**config.mk**
```make
export PLATFORM = sky130hd
export DESIGN_NAME = dual_stepper_step_generator
export DESIGN_NICKNAME = d
export VERILOG_FILES = /design/src/rtl/dssg_pkg.sv /design/src/rtl/dual_stepper_step_generator.sv
export SDC_FILE = /design/constraint.sdc
export NUM_CORES = 1
export LEC_CHECK = 0
export BUFFER_PORTS_ARGS = -buffer_cell sky130_fd_sc_hd__buf_2
export CAP_MARGIN = 25
export CORE_UTILIZATION = 26
export CTS_CLUSTER_DIAMETER = 80
export DETAILED_ROUTE_END_ITERATION = 6
export PLACE_DENSITY = 0.47
export SETUP_SLACK_MARGIN = 0.02
export SLEW_MARGIN = 15
export SYNTH_ARGS = -nofsm -noshare
export SYNTH_HDL_FRONTEND = slang
export SYNTH_SLANG_ARGS = --single-unit
```
**constraint.sdc**
```tcl
create_clock -name clk -period 4.4 [get_ports clk]
set_input_delay 1.1 -clock clk [delete_from_list [all_inputs] [get_ports clk]]
set_output_delay 1.1 -clock clk [all_outputs]
set_load 0.01 [all_outputs]
```
**src/rtl/dssg_pkg.sv**
```systemverilog
package dssg_pkg;

  // Field widths of the input word
  localparam int SPEED_W  = 32;
  localparam int DIR_W    = 8;
  localparam int CODE_W   = 8;
  localparam int IN_DATA_W = 2 * SPEED_W + 2 * DIR_W + CODE_W;

  // Internal count width; speeds saturate to 2^31-1
  localparam int CNT_W = 31;

  // Pin vector layout
  localparam int PIN_W      = 6;
  localparam int PIN_STEP_L = 0;
  localparam int PIN_STEP_R = 1;
  localparam int PIN_DIR_L  = 2;
  localparam int PIN_DIR_R  = 3;
  localparam int PIN_M0     = 4;
  localparam int PIN_M1     = 5;

  localparam int OUT_DATA_W = 8;

  // Microstep codes
  localparam logic [CODE_W-1:0] MS_FULL    = 8'd1;
  localparam logic [CODE_W-1:0] MS_HALF    = 8'd2;
  localparam logic [CODE_W-1:0] MS_QUARTER = 8'd4;
  localparam logic [CODE_W-1:0] MS_EIGHTH  = 8'd8;

  // Direction value that drives a direction pin high
  localparam logic [DIR_W-1:0] DIR_HIGH = 8'd1;

  // Input word kind carried on tuser
  localparam logic OP_TICK  = 1'b0;
  localparam logic OP_FRAME = 1'b1;

  typedef logic [CNT_W-1:0] cnt_t;

  typedef struct packed {
    cnt_t elapsed;
    cnt_t interval;
    cnt_t period;
  } motor_t;

  // Count reaches the interval on this tick
  function automatic logic motor_hit(motor_t m);
    cnt_t e;
    e = m.elapsed + cnt_t'(1);
    return (e >= m.interval);
  endfunction

  // Advance one motor by one tick
  function automatic motor_t motor_adv(motor_t m);
    motor_t r;
    cnt_t   e;
    r = m;
    e = m.elapsed + cnt_t'(1);
    if (e >= m.interval) begin
      r.elapsed  = '0;
      r.interval = m.period;
    end else begin
      r.elapsed = e;
    end
    return r;
  endfunction

  // Saturate a 32-bit speed to 31 bits
  function automatic cnt_t clamp_speed(logic [SPEED_W-1:0] v);
    return v[SPEED_W-1] ? {CNT_W{1'b1}} : v[CNT_W-1:0];
  endfunction

endpackage

```
**src/rtl/dual_stepper_step_generator.sv**
```systemverilog
// Step/direction generator for two stepper drivers. Each input word is
// either one clock tick (in_tuser = 0) or a command frame (in_tuser = 1)
// carrying both half-periods, both directions and a microstep code; a frame
// with a code other than 1, 2, 4 or 8 is dropped and reported with
// out_tuser = 0. One word is taken every clock cycle while the skid stage is
// empty: a single layer of 31-bit increment-and-compare logic per motor
// updates the state and writes the pin levels into the output register, or
// into the one-word skid stage behind it while the output word is held. The
// skid stage keeps in_tready a registered signal; input stalls only when
// both are full. All pins are low after reset and no clearing pass is needed.
module dual_stepper_step_generator (
  input  logic                          clk,
  input  logic                          rst_n,
  input  logic                          in_tvalid,
  output logic                          in_tready,
  // speed_left[31:0], speed_right[63:32], direction_left[71:64],
  // direction_right[79:72], microstep_code[87:80]
  input  logic [dssg_pkg::IN_DATA_W-1:0] in_tdata,
  // operation
  input  logic                          in_tuser,
  output logic                          out_tvalid,
  input  logic                          out_tready,
  // step_left[0], step_right[1], dir_left[2], dir_right[3],
  // mode_m0[4], mode_m1[5], zero[7:6]
  output logic [dssg_pkg::OUT_DATA_W-1:0] out_tdata,
  // frame_accepted
  output logic                          out_tuser
);
  import dssg_pkg::*;

  typedef struct packed {
    logic             accepted;
    logic [PIN_W-1:0] pins;
  } result_t;

  motor_t           left_r, left_nxt;
  motor_t           right_r, right_nxt;
  logic [PIN_W-1:0] pins_r, pins_nxt;

  result_t          out_word_r, skid_word_r, res_nxt;
  logic             out_valid_r, skid_valid_r;

  logic             in_acc;
  logic             code_ok;
  logic [1:0]       mode;
  logic [SPEED_W-1:0] speed_left, speed_right;
  logic [DIR_W-1:0]   direction_left, direction_right;
  logic [CODE_W-1:0]  microstep_code;

  assign in_tready = !skid_valid_r;
  assign in_acc    = in_tvalid && in_tready;

  // Unpack the input word
  assign speed_left      = in_tdata[SPEED_W-1:0];
  assign speed_right     = in_tdata[2*SPEED_W-1:SPEED_W];
  assign direction_left  = in_tdata[2*SPEED_W+DIR_W-1:2*SPEED_W];
  assign direction_right = in_tdata[2*SPEED_W+2*DIR_W-1:2*SPEED_W+DIR_W];
  assign microstep_code  = in_tdata[IN_DATA_W-1:2*SPEED_W+2*DIR_W];

  // Decode microstep code into {M1, M0}
  always_comb begin
    code_ok = 1'b1;
    case (microstep_code)
      MS_FULL:    mode = 2'b00;
      MS_HALF:    mode = 2'b01;
      MS_QUARTER: mode = 2'b10;
      MS_EIGHTH:  mode = 2'b11;
      default: begin
        mode    = 2'b00;
        code_ok = 1'b0;
      end
    endcase
  end

  // Apply a tick or a frame to the motor state and pins
  always_comb begin
    left_nxt  = left_r;
    right_nxt = right_r;
    pins_nxt  = pins_r;
    res_nxt.accepted = 1'b0;
    if (in_acc) begin
      if (in_tuser == OP_TICK) begin
        if (motor_hit(left_r)) begin
          pins_nxt[PIN_STEP_L] = ~pins_r[PIN_STEP_L];
        end
        if (motor_hit(right_r)) begin
          pins_nxt[PIN_STEP_R] = ~pins_r[PIN_STEP_R];
        end
        left_nxt  = motor_adv(left_r);
        right_nxt = motor_adv(right_r);
      end else if (code_ok) begin
        pins_nxt[PIN_DIR_L] = (direction_left == DIR_HIGH);
        pins_nxt[PIN_DIR_R] = (direction_right == DIR_HIGH);
        pins_nxt[PIN_M0]    = mode[0];
        pins_nxt[PIN_M1]    = mode[1];
        left_nxt.period     = clamp_speed(speed_left);
        right_nxt.period    = clamp_speed(speed_right);
        res_nxt.accepted    = 1'b1;
      end
    end
    res_nxt.pins = pins_nxt;
  end

  // Motor state and pin registers
  always_ff @(posedge clk) begin
    if (!rst_n) begin
      left_r  <= '0;
      right_r <= '0;
      pins_r  <= '0;
    end else begin
      left_r  <= left_nxt;
      right_r <= right_nxt;
      pins_r  <= pins_nxt;
    end
  end

  // Output register with one-word skid stage
  always_ff @(posedge clk) begin
    if (!rst_n) begin
      out_valid_r  <= 1'b0;
      skid_valid_r <= 1'b0;
    end else begin
      if (in_acc) begin
        if (!out_valid_r || out_tready) begin
          out_valid_r <= 1'b1;
        end else begin
          skid_valid_r <= 1'b1;
        end
      end else if (out_tready) begin
        out_valid_r  <= skid_valid_r;
        skid_valid_r <= 1'b0;
      end
    end
  end

  always_ff @(posedge clk) begin
    if (in_acc) begin
      if (!out_valid_r || out_tready) begin
        out_word_r <= res_nxt;
      end else begin
        skid_word_r <= res_nxt;
      end
    end else if (out_tready && skid_valid_r) begin
      out_word_r <= skid_word_r;
    end
  end

  assign out_tvalid = out_valid_r;
  assign out_tdata  = {{(OUT_DATA_W-PIN_W){1'b0}}, out_word_r.pins};
  assign out_tuser  = out_word_r.accepted;

  // Skid stage only fills behind a held output word
  assert property (@(posedge clk) disable iff (!rst_n)
    skid_valid_r |-> out_valid_r)
    else $error("skid word held with empty output register");

  // Elapsed count is zero or stays below its interval
  assert property (@(posedge clk) disable iff (!rst_n)
    (left_r.elapsed == '0) || (left_r.elapsed < left_r.interval))
    else $error("left elapsed count passed its interval");

  assert property (@(posedge clk) disable iff (!rst_n)
    (right_r.elapsed == '0) || (right_r.elapsed < right_r.interval))
    else $error("right elapsed count passed its interval");

  // A tick leaves direction and mode pins alone
  assert property (@(posedge clk) disable iff (!rst_n)
    (in_acc && in_tuser == OP_TICK) |=> $stable(pins_r[PIN_M1:PIN_DIR_L]))
    else $error("tick changed direction or mode pins");

  // A rejected frame changes nothing
  assert property (@(posedge clk) disable iff (!rst_n)
    (in_acc && in_tuser == OP_FRAME && !code_ok)
      |=> ($stable(pins_r) && $stable(left_r) && $stable(right_r)))
    else $error("rejected frame altered state");

endmodule
```
==> results.ini <==
[outcome]
status=completed

[worst_setup_path]
crit_path_end_kind=flop
crit_top_cell=or2_2
crit_chain=ha_2, nand3_2, or2_2, or2_2, nor3_2, xnor2_1, ha_1, a21oi_1, o21ai_1, a221o_1, a2111o_1, a21oi_4, buf_12, nand3_1, a31oi_1
worstSetupPathType=reg -> reg
critical_path_buf_inv_count=1
crit_family=compound AO/OA/AOI/OAI gates
cp_max_fo=32
cp-start-kind=flop
crit_path_top_delay_cell=a2111o_1
crit_required_ns=4.85
slowest_delay_ns=0.47
arrival_ns=4.53

[placement]
portBuffers=101
gp_congestion=0.749
pre_cts_ws_ns=0.130
dpl.hpwl_mm=18.6

[synth]
synthArstFlopShare_pct=0
synth.largest_area_cell=dfxtp_1
synth_top_cell_area_share_pct=35.9
yosysWarnings=0
yosys_register_bits=208
ys_seq_area_share_pct=39.8
ys.flop_type=dfxtp_1
syn_inst=1391
avgSynthCellArea_um2=7.78
syn_area_um2=10800
yosysUniqueCellTypes=54
synth.area.top_cells=dfxtp_1 36%, ha_1 7.4%, nor3_1 6.1%, nand3_1 6.0%, a21oi_1 5.9%
synth-edff-count=14

[cts]
clk_latency_ns=0.53
cts.htree.levels=1
cts_tree=built
clkTransAtPathRegs_ns=0.06
cts_buffer_depth=3
cts_sinks=208
cts_inserted_buffers=26
cts_root_buffer=clkbuf_16
hold_buffers=0

[finish]
layout_common_cells=193 x dfxtp_1, 130 x nand3_1, 130 x nor3_1, 127 x a21oi_1, 124 x nand2_1
layout_commonest_cell=dfxtp_1
finalNetCount=1606
drive_gt1_share_pct=13.3
syn2layout_area_growth_pct=18.6

[timing]
worst_slack_ns=0.319
fin_crit_sh_pct=92.7
slew_violations=0
timing.fmax_mhz=245
final.min_clock_period_ns=4.08
max_slew_margin_pct=35.3
setup_viol=0
fin_skew_ns=0.0122
hold_viol_final=0
tightest_slew_ns=0.958
totalNegativeSetupSlack_ns=0
rsz0062_at_grt=no

[worst_hold_path]
hold_path_class=reg -> reg

[grt]
first_global_vias=9056
overflow=0
track_usage_pct=12.8
antenna_found_initial=0
grt_start_max_net_pins=77
grt_pass1_wl_mm=45.1

[drt]
viasPerCell=4.85
wl_per_cell_um=13.7
postRouteAntennaNets=0
wirelength_mm=27.4
drtIter0Drc=409
num_vias=9704
route.detailed.drc=0
first_pass_iters=5

[die]
num_rows=74
ioPinCount=104
dieArea_um2=42500
start_util_pct=26.5
core_area_um2=40900
die_w_um=206
fp.dieH_um=206

[pwr]
leakage_uw=0.00465
power_density_nw_per_um2=338
ir_drop_uv=210

[job]
maxCapViolations=0

## path summary, 6_finish.rpt
check | startpoint | end | slack, ns | cells past startpoint
max reg2reg | right_r[63]$_SDFFE_PN0P_ | right_r[82]$_SDFFE_PN0P_ | 0.32 | 15
min reg2reg | right_r[20]$_SDFFE_PN0P_ | right_r[51]$_SDFFE_PN0P_ | 0.46 | 2
min | right_r[20]$_SDFFE_PN0P_ | right_r[51]$_SDFFE_PN0P_ | 0.46 | 2
max | right_r[63]$_SDFFE_PN0P_ | right_r[82]$_SDFFE_PN0P_ | 0.32 | 15
## power breakdown
part	internal [uW]	leakage (uW)	total, uW	switching [uW]
combinational	69.8	0.00252	230	160
sequential	1920	0.00170	1920	6.15
clock	1340	0.000426	2190	845
total	3330	0.00465	4340	1010
## cells in the mapped netlist, drive strengths merged, types with 2 or more instances
| master | count |
|---|---|
| nand3b | 2 |
| nor3 | 133 |
| and3 | 19 |
| or4 | 16 |
| and2 | 6 |
| and4b | 3 |
| o41ai | 3 |
| mux2i | 2 |
| nand2 | 125 |
| and4 | 6 |
| nor3b | 3 |
| nand2b | 4 |
| o21ai | 107 |
| clkbuf | 86 |
| or3 | 6 |
| nor4 | 13 |
| or2 | 2 |
| edfxtp | 14 |
| nor2 | 105 |
| a211oi | 2 |
| mux2 | 3 |
| inv | 66 |
| a21oi | 131 |
| a2111o | 2 |
| ha | 64 |
| xor2 | 27 |
| nand4 | 15 |
| a221o | 3 |
| xnor2 | 32 |
| dfxtp | 194 |
| o31ai | 2 |
| nor2b | 14 |
| nand3 | 131 |
| a31oi | 19 |
| buf | 18 |
| a21o | 6 |
## stage by stage
step	hold slack, ns	instances	cell area, um2	power [uW]	util [%]
final	0.461	2001	12800	4340	31.4
after global placement	0.452	1952	11900	2190	29.1
after floorplan	0.444	1392	10800	2090	-
after CTS	0.464	1999	12800	4410	31.3
after global routing	0.488	2000	12800	4500	31.4
after detailed placement	0.455	1952	11900	2200	29.1
## cell families after synthesis
| kind of cell | after synthesis | share of synthesized area (%) |
|---|---|---|
| buffers and inverters | 170 | 6.27 |
| adders and majority gates | 64 | 7.40 |
| muxes | 5 | 0.497 |
| AOI/OAI and AO/OA | 281 | 14.1 |
| and+or+nand+nor | 603 | 27.2 |
| DFF | 208 | 39.8 |
| xor gates and xnor gates | 59 | 4.77 |
| other | 1 | 0.0346 |
## cell type report
cell class / instances / area (um2)
repair buffers: 133 / 825
well taps: 532 / 666
inverters: 66 / 250
clock inverters: 8 / 104
clock buffers: 39 / 781
fillers: 4469 / 28100
flip-flops and latches: 208 / 4310
multi-input cells: 1014 / 5910
diodes: 1 / 2.50
## layer usage
layer / part of all wire [%] / global-route usage [%] / vias up
met3: 3.1 / 1.92 / 36
met4: 2.0 / 3.39 / 0
li1: - / - / 5004
met5: 0 / 0 / -
met2: 47 / 21.6 / 126
met1: 48 / 16.9 / 4538
## sequential cells by signal, indices dropped and copies added (netlist names)
signal	count
left_r	93
out_tdata	6
out_tuser	1
out_tvalid	1
pins_r	6
right_r	93
skid_valid_r	1
skid_word_r	7
## worst min-delay path: cells and delay by family, from the launching register on
family,cells,cell delay (ns)
compound gates,1,0.05
flops,1,0.31
simple gates,1,0.06
## timing repair
action | CTS | global route
gates resized for setup | 0 | 6
endpoints found under the setup margin | 0 | 56
buffers inserted | 0 | 1
Power figures use the tool's default switching activity.
